===== config.mk =====
export PLATFORM = sky130hd
export DESIGN_NAME = http_request_header_parser
export DESIGN_NICKNAME = d
export VERILOG_FILES = /design/src/rtl/hrhp_pkg.sv /design/src/rtl/http_request_header_parser.sv
export SDC_FILE = /design/constraint.sdc
export NUM_CORES = 1
export LEC_CHECK = 0
export ABC_CLOCK_PERIOD_IN_PS = 17900
export BUFFER_PORTS_ARGS = -buffer_cell sky130_fd_sc_hd__buf_2
export CORE_MARGIN = 8
export CORE_UTILIZATION = 55
export DETAILED_ROUTE_END_ITERATION = 12
export HOLD_SLACK_MARGIN = 0.15
export MAX_ROUTING_LAYER = met4
export PLACE_DENSITY = 0.7
export RECOVER_POWER = 50
export SYNTH_ARGS = -nofsm -noshare
export SYNTH_HDL_FRONTEND = slang
export SYNTH_SLANG_ARGS = --single-unit

===== constraint.sdc =====
create_clock -name i_clk -period 17.9 [get_ports i_clk]
set_input_delay 3.58 -clock i_clk [delete_from_list [all_inputs] [get_ports i_clk]]
set_output_delay 3.58 -clock i_clk [all_outputs]
set_load 0.02 [all_outputs]

===== src/rtl/hrhp_pkg.sv =====
`default_nettype none
package hrhp_pkg;

    typedef struct packed {
        logic [7:0] data_byte;
        logic       new_connection;
    } t_in_item;

    typedef struct packed {
        logic              status;
        logic [7:0]        path_byte;
        logic signed [31:0] body_len;
        logic              last;
    } t_out_item;

    localparam logic [7:0] CH_LF    = 8'h0A;
    localparam logic [7:0] CH_CR    = 8'h0D;
    localparam logic [7:0] CH_SLASH = 8'h2F;
    localparam logic [7:0] CH_DOT   = 8'h2E;
    localparam logic [7:0] CH_QUEST = 8'h3F;
    localparam logic [7:0] CH_COLON = 8'h3A;
    localparam logic [7:0] CH_PLUS  = 8'h2B;
    localparam logic [7:0] CH_MINUS = 8'h2D;

    localparam logic [31:0] LEN_POS_MAX = 32'h7FFF_FFFF;
    localparam logic [31:0] LEN_MAG_MAX = 32'h8000_0000;

    function automatic logic is_space(input logic [7:0] b);
        return (b == 8'h20) || (b inside {[8'h09:8'h0D]});
    endfunction

    function automatic logic [7:0] to_lower(input logic [7:0] b);
        return (b inside {[8'h41:8'h5A]}) ? b + 8'd32 : b;
    endfunction

    function automatic logic [7:0] get_chr(input logic [1:0] i);
        case (i)
            2'd0:    return 8'h47;
            2'd1:    return 8'h45;
            2'd2:    return 8'h54;
            default: return 8'h00;
        endcase
    endfunction

    function automatic logic [7:0] proto_chr(input logic [2:0] i);
        case (i)
            3'd0:    return 8'h48;
            3'd1:    return 8'h54;
            3'd2:    return 8'h54;
            3'd3:    return 8'h50;
            3'd4:    return 8'h2F;
            3'd5:    return 8'h31;
            3'd6:    return 8'h2E;
            3'd7:    return 8'h30;
            default: return 8'h00;
        endcase
    endfunction

    // content-length
    function automatic logic [7:0] key_chr(input logic [3:0] i);
        case (i)
            4'd0:    return 8'h63;
            4'd1:    return 8'h6F;
            4'd2:    return 8'h6E;
            4'd3:    return 8'h74;
            4'd4:    return 8'h65;
            4'd5:    return 8'h6E;
            4'd6:    return 8'h74;
            4'd7:    return 8'h2D;
            4'd8:    return 8'h6C;
            4'd9:    return 8'h65;
            4'd10:   return 8'h6E;
            4'd11:   return 8'h67;
            4'd12:   return 8'h74;
            4'd13:   return 8'h68;
            default: return 8'h00;
        endcase
    endfunction

endpackage
`default_nettype wire


===== src/rtl/http_request_header_parser.sv =====
// A bad-request item appears in the output register in the cycle after its byte is accepted.
// One byte per cycle while parsing, unless a stalled output item holds the input off;
// the path run reads the path memory (synchronous read, S_READ then S_SEND), input held off.
// Reset (synchronous, active low) clears the parse state and the output valid flag;
// the path memory is not cleared, only entries written for the current request are read.
`default_nettype none
module http_request_header_parser
    import hrhp_pkg::*;
#(
    parameter int WORD_MAX = 64
) (
    input  wire logic      i_clk,
    input  wire logic      i_rst_n,
    input  wire logic      i_valid,
    output logic           o_stall,
    input  wire t_in_item  i_data,
    output logic           o_valid,
    input  wire logic      i_stall,
    output t_out_item      o_data
);

    localparam int AW = $clog2(WORD_MAX);
    localparam logic [AW-1:0] WLEN_LIM = AW'(WORD_MAX - 1);

    typedef enum logic [2:0] {
        S_IDLE = 3'b001,
        S_READ = 3'b010,
        S_SEND = 3'b100
    } t_state;

    typedef struct packed {
        logic [AW-1:0] wlen;
        logic [AW-1:0] plen;
        logic          past;
        logic [1:0]    wpos;
        logic          lempty;
        logic          lunf;
        logic          meth;
        logic          lhdr;
        logic [31:0]   lval;
        logic          pcr;
        logic          fin;
        logic          m_get;
        logic          m_proto;
        logic          m_key;
        logic          col_seen;
        logic          col14;
        logic          lead_col;
        logic          first_slash;
        logic          dotbad;
        logic          prev_s;
        logic          prev_sd;
        logic          q_seen;
        logic          cv_on;
        logic          cv_neg;
        logic [31:0]   cv_mag;
    } t_ctx;

    localparam t_ctx CTX_RST = '{
        wlen: '0, plen: '0, past: 1'b0, wpos: 2'd0, lempty: 1'b1, lunf: 1'b1,
        meth: 1'b0, lhdr: 1'b0, lval: 32'hFFFF_FFFF, pcr: 1'b0, fin: 1'b0,
        m_get: 1'b0, m_proto: 1'b0, m_key: 1'b0, col_seen: 1'b0, col14: 1'b0,
        lead_col: 1'b0, first_slash: 1'b0, dotbad: 1'b0, prev_s: 1'b0, prev_sd: 1'b0,
        q_seen: 1'b0, cv_on: 1'b0, cv_neg: 1'b0, cv_mag: '0
    };

    t_state        r_state, n_state;
    t_ctx          r_ctx, n_ctx;
    logic [AW-1:0] r_addr, n_addr;
    logic [7:0]    r_rd_data;
    logic          r_out_vld, n_out_vld;
    t_out_item     r_out, n_out;
    logic [7:0]    path_mem [WORD_MAX];

    logic          acc;
    logic          wr_en;
    logic [AW-1:0] wr_addr;

    assign o_stall = (r_state != S_IDLE) || (r_out_vld && i_stall);
    assign acc     = i_valid && !o_stall;
    assign o_valid = r_out_vld;
    assign o_data  = r_out;

    always_ff @(posedge i_clk) begin
        if (wr_en) begin
            path_mem[wr_addr] <= i_data.data_byte;
        end
        r_rd_data <= path_mem[r_addr];
    end

    always_comb begin
        t_ctx        c;
        logic [7:0]  b;
        logic [AW-1:0] i;
        logic        first;
        logic        from1;
        logic        at_from;
        logic        digit;
        logic [3:0]  d;
        logic [35:0] t;
        logic [31:0] cv;
        logic        bad;
        logic        run;
        logic        take;
        logic        is_eol;

        c       = i_data.new_connection ? CTX_RST : r_ctx;
        b       = i_data.data_byte;
        i       = c.wlen;
        first   = (i == '0);
        n_ctx   = r_ctx;
        n_state = r_state;
        n_addr  = r_addr;
        n_out   = r_out;
        n_out_vld = r_out_vld && i_stall;
        wr_en   = 1'b0;
        wr_addr = c.plen;
        bad     = 1'b0;
        run     = 1'b0;
        take    = 1'b0;
        digit   = b inside {[8'h30:8'h39]};
        d       = b[3:0];
        from1   = c.past && (c.wpos == 2'd1);
        at_from = from1 ? (i == AW'(1)) : first;
        t       = ({4'd0, c.cv_mag} << 3) + ({4'd0, c.cv_mag} << 1) + {32'd0, d};
        cv      = c.cv_neg ? (32'd0 - c.cv_mag)
                           : ((c.cv_mag > LEN_POS_MAX) ? LEN_POS_MAX : c.cv_mag);
        is_eol  = (b == CH_LF) || (b == CH_CR);

        case (r_state)
            S_IDLE: begin
                if (acc) begin
                    n_ctx = c;
                    if (!c.fin) begin
                        n_ctx.pcr = 1'b0;
                        if (!is_space(b)) begin
                            if (c.wlen >= WLEN_LIM) begin
                                bad = 1'b1;
                            end else begin
                                n_ctx.m_get = (first || c.m_get) && (i < AW'(3))
                                              && (b == get_chr(i[1:0]));
                                n_ctx.m_proto = (first || c.m_proto) && (i < AW'(8))
                                                && (b == proto_chr(i[2:0]));
                                // hold the key match past its last letter
                                n_ctx.m_key = (first || c.m_key) && ((i >= AW'(14)) ||
                                              (to_lower(b) == key_chr(i[3:0])));
                                if (b == CH_COLON && (first || !c.col_seen)) begin
                                    n_ctx.col_seen = 1'b1;
                                    n_ctx.col14    = (i == AW'(14));
                                end else if (first) begin
                                    n_ctx.col_seen = 1'b0;
                                    n_ctx.col14    = 1'b0;
                                end
                                if (first) begin
                                    n_ctx.first_slash = (b == CH_SLASH);
                                    n_ctx.lead_col    = (b == CH_COLON);
                                end
                                n_ctx.dotbad  = (!first && c.dotbad) ||
                                                (!first && c.prev_sd && b == CH_DOT);
                                n_ctx.prev_s  = (b == CH_SLASH);
                                n_ctx.prev_sd = !first && c.prev_s && (b == CH_DOT);
                                n_ctx.q_seen  = (!first && c.q_seen) || (b == CH_QUEST);
                                // keep the path up to its first '?'
                                if (!c.past && c.wpos == 2'd1) begin
                                    if (first) begin
                                        n_ctx.plen = '0;
                                    end
                                    if (!(b == CH_QUEST) && (first || !c.q_seen)) begin
                                        wr_en   = 1'b1;
                                        wr_addr = first ? '0 : c.plen;
                                        n_ctx.plen = wr_addr + AW'(1);
                                    end
                                end
                                if (at_from) begin
                                    n_ctx.cv_neg = (b == CH_MINUS);
                                    if (b == CH_PLUS || b == CH_MINUS) begin
                                        n_ctx.cv_on  = 1'b1;
                                        n_ctx.cv_mag = '0;
                                    end else if (digit) begin
                                        n_ctx.cv_on  = 1'b1;
                                        n_ctx.cv_mag = {28'd0, d};
                                    end else begin
                                        n_ctx.cv_on  = 1'b0;
                                        n_ctx.cv_mag = '0;
                                    end
                                end else if (!(from1 && first)) begin
                                    if (c.cv_on && digit) begin
                                        n_ctx.cv_mag = (t > {4'd0, LEN_MAG_MAX}) ?
                                                       LEN_MAG_MAX : t[31:0];
                                    end else begin
                                        n_ctx.cv_on = 1'b0;
                                    end
                                end
                                n_ctx.wlen = c.wlen + AW'(1);
                            end
                        end else if (!(c.pcr && b == CH_LF)) begin
                            if (c.wlen != '0) begin
                                n_ctx.wlen   = '0;
                                n_ctx.lempty = 1'b0;
                                if (!c.past) begin
                                    case (c.wpos)
                                        2'd0: begin
                                            n_ctx.wpos = 2'd1;
                                            n_ctx.lunf = 1'b1;
                                            n_ctx.meth = c.m_get && (c.wlen == AW'(3));
                                            bad = !(c.m_get && (c.wlen == AW'(3)));
                                        end
                                        2'd1: begin
                                            n_ctx.wpos = 2'd2;
                                            bad = !c.first_slash || c.dotbad;
                                        end
                                        2'd2: begin
                                            n_ctx.wpos = 2'd3;
                                            n_ctx.lunf = 1'b0;
                                            bad = !(c.m_proto && (c.wlen == AW'(8)));
                                        end
                                        default: bad = 1'b1;
                                    endcase
                                end else begin
                                    case (c.wpos)
                                        2'd0: begin
                                            n_ctx.lunf = 1'b1;
                                            n_ctx.lhdr = c.m_key &&
                                                (c.col_seen ? c.col14
                                                            : (c.wlen == AW'(14)));
                                            n_ctx.wpos = c.col_seen ? 2'd2 : 2'd1;
                                        end
                                        2'd1: begin
                                            n_ctx.wpos = 2'd2;
                                            // value word must open with a colon
                                            bad  = !c.lead_col;
                                            take = !bad && (c.wlen > AW'(1));
                                        end
                                        2'd2: take = 1'b1;
                                        default: bad = 1'b1;
                                    endcase
                                    if (take) begin
                                        n_ctx.wpos = 2'd3;
                                        n_ctx.lunf = 1'b0;
                                        if (c.lhdr) begin
                                            n_ctx.lval = cv;
                                        end
                                    end
                                end
                            end
                            if (!bad && is_eol) begin
                                if (n_ctx.lempty) begin
                                    if (!n_ctx.meth || n_ctx.plen == '0) begin
                                        bad = 1'b1;
                                    end else begin
                                        run = 1'b1;
                                    end
                                end else if (n_ctx.lunf) begin
                                    bad = 1'b1;
                                end else begin
                                    n_ctx.lempty = 1'b1;
                                    n_ctx.past   = 1'b1;
                                    n_ctx.wpos   = 2'd0;
                                end
                                n_ctx.pcr = (b == CH_CR);
                            end
                        end
                        if (bad) begin
                            n_ctx.fin = 1'b1;
                            n_out_vld = 1'b1;
                            n_out.status    = 1'b1;
                            n_out.path_byte = 8'd0;
                            n_out.body_len  = n_ctx.lval;
                            n_out.last      = 1'b1;
                        end
                        if (run) begin
                            n_ctx.fin = 1'b1;
                            n_addr    = '0;
                            n_state   = S_READ;
                        end
                    end
                end
            end
            S_READ: begin
                n_state = S_SEND;
            end
            S_SEND: begin
                if (!r_out_vld || !i_stall) begin
                    n_out_vld = 1'b1;
                    n_out.status    = 1'b0;
                    n_out.path_byte = r_rd_data;
                    n_out.body_len  = r_ctx.lval;
                    n_out.last      = (r_addr + AW'(1) == r_ctx.plen);
                    if (r_addr + AW'(1) == r_ctx.plen) begin
                        n_state = S_IDLE;
                    end else begin
                        n_addr  = r_addr + AW'(1);
                        n_state = S_READ;
                    end
                end
            end
            default: n_state = S_IDLE;
        endcase
    end

    always_ff @(posedge i_clk) begin
        if (!i_rst_n) begin
            r_state   <= S_IDLE;
            r_ctx     <= CTX_RST;
            r_addr    <= '0;
            r_out_vld <= 1'b0;
        end else begin
            r_state   <= n_state;
            r_ctx     <= n_ctx;
            r_addr    <= n_addr;
            r_out_vld <= n_out_vld;
        end
        r_out <= n_out;
    end

endmodule
`default_nettype wire


[Word-level counts from Yosys, hierarchy flattened]
Memories as Yosys holds them, arrays and structs flattened. A register that Yosys moved wholly into a read port is not among the register bits.
Cells that the tools add are included.
Storage, ports and cells
  bits in latches: 0
  ROM bits: 168
  bits of input ports: 13
  output and inout port bits: 44
  RAM bits: 512
  bits in registers: 150
  memories kept: 3
Operators by class
  reductions and logical operators: 68
  divide/modulo/power cells: 0
  muxes and demuxes: 150
  equal/unequal tests: 31
  shift-type cells: 0
  $mul: 0
  bitwise operators: 0
  $add $sub $neg: 7
  order comparisons: 13
Memories
  path_mem: depth 64, bits a word 8, rd ports 1, clocked after memory_dff 1, write ports 1, RTL line http_request_header_parser.sv:73  | logic [7:0] path_mem [WORD_MAX];
  (no name shown): depth 16, bits a word 7, rd ports 1, clocked after memory_dff 0, write ports 0, RTL line hrhp_pkg.sv:61  | case (i)
  (no name shown): depth 8, bits a word 7, rd ports 1, clocked after memory_dff 0, write ports 0, RTL line hrhp_pkg.sv:46  | case (i)
Operators with widths (count)
  32-bit two-way mux: 8
  38-bit two-way mux: 6
  98-bit two-way mux: 2
  42-bit two-way mux: 4
  8-bit two-way mux: 16
  6-bit two-way mux: 19
  45-bit two-way mux: 2
  42-bit case mux with 2 select lines: 1
  40-bit two-way mux: 2
  1-bit two-way mux: 62
  8-bit by 6-bit == test with 1-bit output, second input constant: 7
  35-bit by 33-bit adder with 36-bit output: 1
  36-bit by 4-bit adder with 36-bit output: 1
  36-bit by 32-bit greater-than comparator with 1-bit output, second input constant: 1
  33-bit two-way mux: 1
  32-bit by 31-bit greater-than comparator with 1-bit output, second input constant: 1
  1-bit by 32-bit subtractor with 32-bit output, first input constant: 1
  1-bit logical AND: 28
  8-bit == test: 3
  7-bit case mux with 3 select lines: 1
  4-bit two-way mux: 5
  6-bit by 1-bit adder with 6-bit output, second input constant: 3
  8-bit by 4-bit == test with 1-bit output, second input constant: 2
  1-bit logical OR: 15
  42 further kinds: 77

[Logic depth before layout (Yosys ltp)]
  depth after elaboration: 33
  gate-level depth with buffers: 22
  depth with buffers taken out: 15

[Worst setup path after synthesis]
No wires, ideal clock.
  path type: input to register
  from: input i_data[0] (netlist bit)
  to: register r_out, in the netlist o_data[0] (enable)
  arrival time: 8.842 ns
  data required time: 17.445 ns
  buffers on the path: 5
  setup time: 0.455 ns
  stages on the path: 18
  setup slack: 8.602 ns
  path through: clkbuf_1 -> clkinv_1 -> clkbuf_1 -> clkbuf_1 -> clkbuf_1 -> nand2_1 -> ha_1 -> clkbuf_1 -> nor2_1 -> o2111a_1 -> o21a_1 -> a221o_1 -> a21oi_1 -> nor4b_1 -> a21boi_0 -> a2bb2oi_1 -> nand2b_1 -> a21oi_1
Between the ends
  word-level cells in the longest chain between the ends: 29
Ends and longest elaborated chain
  start: declaration: RTL line http_request_header_parser.sv:16  | input wire t_in_item i_data,
  98-bit two-way mux *: RTL line http_request_header_parser.sv:107  | c = i_data.new_connection ? CTX_RST : r_ctx;
  6-bit by 1-bit greater-than comparator with 1-bit output: RTL line http_request_header_parser.sv:232  | take = !bad && (c.wlen > AW'(1));
  1-bit logical AND: RTL line http_request_header_parser.sv:232
  1-bit case mux with 2 select lines: RTL line http_request_header_parser.sv:220  | case (c.wpos)
  1-bit two-way mux: RTL line http_request_header_parser.sv:200  | if (!c.past) begin
  1-bit two-way mux: RTL line http_request_header_parser.sv:197  | if (c.wlen != '0) begin
  1-bit two-way mux: RTL line http_request_header_parser.sv:196  | end else if (!(c.pcr && b == CH_LF)) begin
  1-bit two-way mux: RTL line http_request_header_parser.sv:136  | if (!is_space(b)) begin
  [... 13 more ...]
  1-bit two-way mux: RTL line http_request_header_parser.sv:246  | if (!bad && is_eol) begin
  1-bit two-way mux: RTL line http_request_header_parser.sv:196
  1-bit two-way mux: RTL line http_request_header_parser.sv:136
  1-bit two-way mux: RTL line http_request_header_parser.sv:134  | if (!c.fin) begin
  1-bit two-way mux: RTL line http_request_header_parser.sv:132  | if (acc) begin
  1-bit two-way mux: RTL line http_request_header_parser.sv:130  | case (r_state)
  2-bit inequality test (no source line)
  5-bit AND reduction (no source line) *
  end signal: assignment: RTL line http_request_header_parser.sv:313  | r_out <= n_out;
  end: declaration: RTL line http_request_header_parser.sv:72  | t_out_item r_out, n_out;
Mark *: on every way between the ends. The rest lies on a longest branch, timed or not. The select of a mux whose other input is x is not followed.
A chain may end at the register's enable or synchronous reset.

[Worst setup path after layout]
  from: input i_data[4] (netlist bit)
  to: memory path_mem[15][2] (enable)
Between the ends
  word-level cells in the longest chain between the ends: 12
Ends and longest elaborated chain
  8-bit by 6-bit == test with 1-bit output: RTL line http_request_header_parser.sv:168  | if (!(b == CH_QUEST) && (first || !c.q_seen)) begin
  1-bit zero test: RTL line http_request_header_parser.sv:168
  1-bit logical AND: RTL line http_request_header_parser.sv:168
  1-bit two-way mux: RTL line http_request_header_parser.sv:168
  1-bit two-way mux: RTL line http_request_header_parser.sv:164  | if (!c.past && c.wpos == 2'd1) begin
  1-bit two-way mux: RTL line http_request_header_parser.sv:137  | if (c.wlen >= WLEN_LIM) begin
  1-bit two-way mux: RTL line http_request_header_parser.sv:136
  1-bit two-way mux: RTL line http_request_header_parser.sv:134
  1-bit two-way mux: RTL line http_request_header_parser.sv:132
  1-bit two-way mux: RTL line http_request_header_parser.sv:130
  1-bit two-way mux: RTL line http_request_header_parser.sv:85  | if (wr_en) begin
  1-bit two-way mux (not written as such): RTL line http_request_header_parser.sv:86  | path_mem[wr_addr] <= i_data.data_byte;
  end: declaration: RTL line http_request_header_parser.sv:73
Several ways; a longest one is shown, not always the timed one.

==> impl_metrics.json <==
{
  "criticalPathCategory": "in2reg",
  "cts_sinks": 670,
  "final_cells": 3205,
  "post-cts-setup-buffer-count": 0,
  "ys.flop_type": "edfxtp_1",
  "clockBufferDepth": 3,
  "layout_commonest_cell": "edfxtp_1",
  "grt.total_usage_pct": 26.82,
  "hold_class": "reg2reg",
  "clkTransAtPathRegs_ps": 60,
  "worst_hold_slack_ps": 471.1,
  "ir_drop_v": 0.00007209,
  "yosysSeqAreaShare_pct": 60.21,
  "first_iter_violations": 2740,
  "synth.distinct_cells": 85,
  "fin_ws_ps": 7230,
  "start_util_pct": 55.73,
  "cts_hold_buf": 0,
  "drcViolationCount": 0,
  "slew-limit-headroom_pct": -421.5,
  "r2r_slack_ps": 7310,
  "grt_pass1_wl_um": 128500,
  "synth_seq_cells": 670,
  "gp_congestion": 0.9425,
  "cts_tree": "built",
  "worst_setup_path_start_kind": "input pin",
  "status": "finished, violations left",
  "fmax_mhz": 93.72,
  "syn-num-nets": 2466,
  "drive_gt1_share_pct": 12.88,
  "grt_setup_unrepaired": "false",
  "failed_checks": "capacitance limit, slew limit",
  "syn_avg_cell_area_um2": 13.26,
  "ys_top_cells_by_area": "edfxtp_1, mux4_2, dfxtp_1",
  "cp.required_ps": 18130,
  "die-area_mm2": 0.06516,
  "grt_max_degree": 95,
  "slew_violations": 776,
  "crit_fanout": 54,
  "cts-root-buf": "clkbuf_16",
  "syn_area_mm2": 0.03149,
  "clkLatencyLatePin_ps": 630,
  "cts_max_level": 3,
  "netlist_instances": 2374,
  "portBuffers": 56,
  "rows": 87,
  "synth_top_cell_by_area": "edfxtp_1",
  "cts_resized": 0,
  "synth_top_area_share_pct": 52.83,
  "antenna_found_initial": 2,
  "dpl.hpwl_um": 54770,
  "post_drt_wl_per_cell_um": 26.48,
  "fill_cells": 4139,
  "p_leak_nw": 11.10,
  "preCtsSetupSlack_ps": 8530,
  "setup_viol": 0,
  "power.total_mw": 3.240,
  "async_reset_ff_share_pct": 0,
  "dieHeight_um": 255.3,
  "vias_per_cell": 6.613,
  "critical_path_arrival_ps": 10900,
  "ios": 57,
  "power-per-cell-area_mw_per_mm2": 93.83,
  "vias": 21196,
  "hold_violations": 0,
  "placed_cells": 3076,
  "final_cell_mix": "edfxtp_1, nor2_1, nand2_1",
  "maxCapViolCount": 12,
  "synth_edf_count": 554,
  "wl_um": 84860,
  "dr.pass1.iters": 8,
  "cts_made_buffers": 70,
  "finClkSkew_ps": 34.34,
  "nets": 2484,
  "layout_min_cycle_time_ps": 10670,
  "endpoint_kind": "flop",
  "core-area_mm2": 0.05650,
  "ys_warn_count": 0,
  "grt_pass1_vias": 20107,
  "worst_slew_pin_slew_ps": 7823,
  "area_growth_pct": 9.680,
  "die_w_um": 255.3,
  "antenna_left": 0,
  "finalCritPeriodShare_pct": 59.61,
  "grt_overflow": 0,
  "setup_tns_ps": 0
}
## cell usage after synthesis, types with 36 or more instances
cell	number
nand2_1	199
nor2b_1	39
nor2_1	258
a21oi_1	148
o21ai_0	116
clkbuf_1	111
dfxtp_1	116
nor3_1	44
ha_1	78
edfxtp_1	554
nand4_1	36
nand3_1	40
mux4_2	168
xnor2_1	41
## area by class of cell
type / instances / area (um2) / area share, %
multi-input cells: 1530 / 11870 / 34.38
flip-flops and latches: 670 / 18960 / 54.91
diodes: 3 / 7.507 / 0.02174
clock buffers: 95 / 1897 / 5.492
well taps: 756 / 945.9 / 2.739
repair buffers: 85 / 395.4 / 1.145
inverters: 35 / 131.4 / 0.3804
clock inverters: 31 / 321.6 / 0.9311
## logic make-up (layout without fill, tap and decap cells)
kind of cell | after synthesis | after routing | synth area share, %
xor gates and xnor gates | 69 | 69 | 1.919
buffers and inverters | 174 | 246 | 2.122
and+or+nand+nor | 728 | 728 | 10.77
DFF | 670 | 670 | 60.21
other | 0 | 3 | 0
muxes | 178 | 178 | 12.34
adders and majority gates | 79 | 79 | 3.163
AOI/OAI and AO/OA | 476 | 476 | 9.477
## worst paths after layout
path / cells past startpoint / to / start
hold / removal: 2 / r_ctx[38]$_SDFFE_PN0P_ / r_ctx[38]$_SDFFE_PN0P_
setup reg to reg: 9 / r_addr[4]$_SDFFE_PN0P_ / r_addr[0]$_SDFFE_PN0P_
hold reg to reg: 2 / r_ctx[38]$_SDFFE_PN0P_ / r_ctx[38]$_SDFFE_PN0P_
setup / recovery: 13 / path_mem[15][2]$_DFFE_PP_ / i_data[4]
## sequential cells by signal, summed over array words and instances (netlist names)
| name | cells |
|---|---|
| r_rd_data | 8 |
| r_ctx | 98 |
| r_state | 3 |
| path_mem | 512 |
| o_valid | 1 |
| o_data | 42 |
| r_addr | 6 |
## routing by layer
layer,routed length [um],GRT usage [%]
met1,36420,39.03
met2,38230,38.64
met3,8421,5.543
met4,1789,6.662
met5,0,-
## where the power goes
group / internal (mW) / switching, mW / total, mW / leakage (nW)
Combinational: 0.0312 / 0.0887 / 0.120 / 4.13
Sequential: 1.69 / 0.00673 / 1.70 / 5.90
Clock: 0.810 / 0.611 / 1.42 / 1.08
Total: 2.53 / 0.707 / 3.24 / 11.1
## through the flow
| step | util, % | instance area (um2) |
|---|---|---|
| after floorplan | - | 31490 |
| after global placement | 57.42 | 32440 |
| after detailed placement | 57.42 | 32440 |
| after CTS | 61.35 | 34660 |
| after global routing | 61.13 | 34530 |
| final | 61.13 | 34540 |
## critical path, stage by stage
cell      delay (ps)
clkbuf_1        1780
clkbuf_1        1080
or2_2            290
o32a_1           160
o32a_1           290
and2_0           380
nand2_1          190
nor2_1           110
clkbuf_1         600
inv_1            240
nor3_2           560
nand4_1          720
nor2_1           880
No activity file was read; power rests on OpenSTA's default activity.
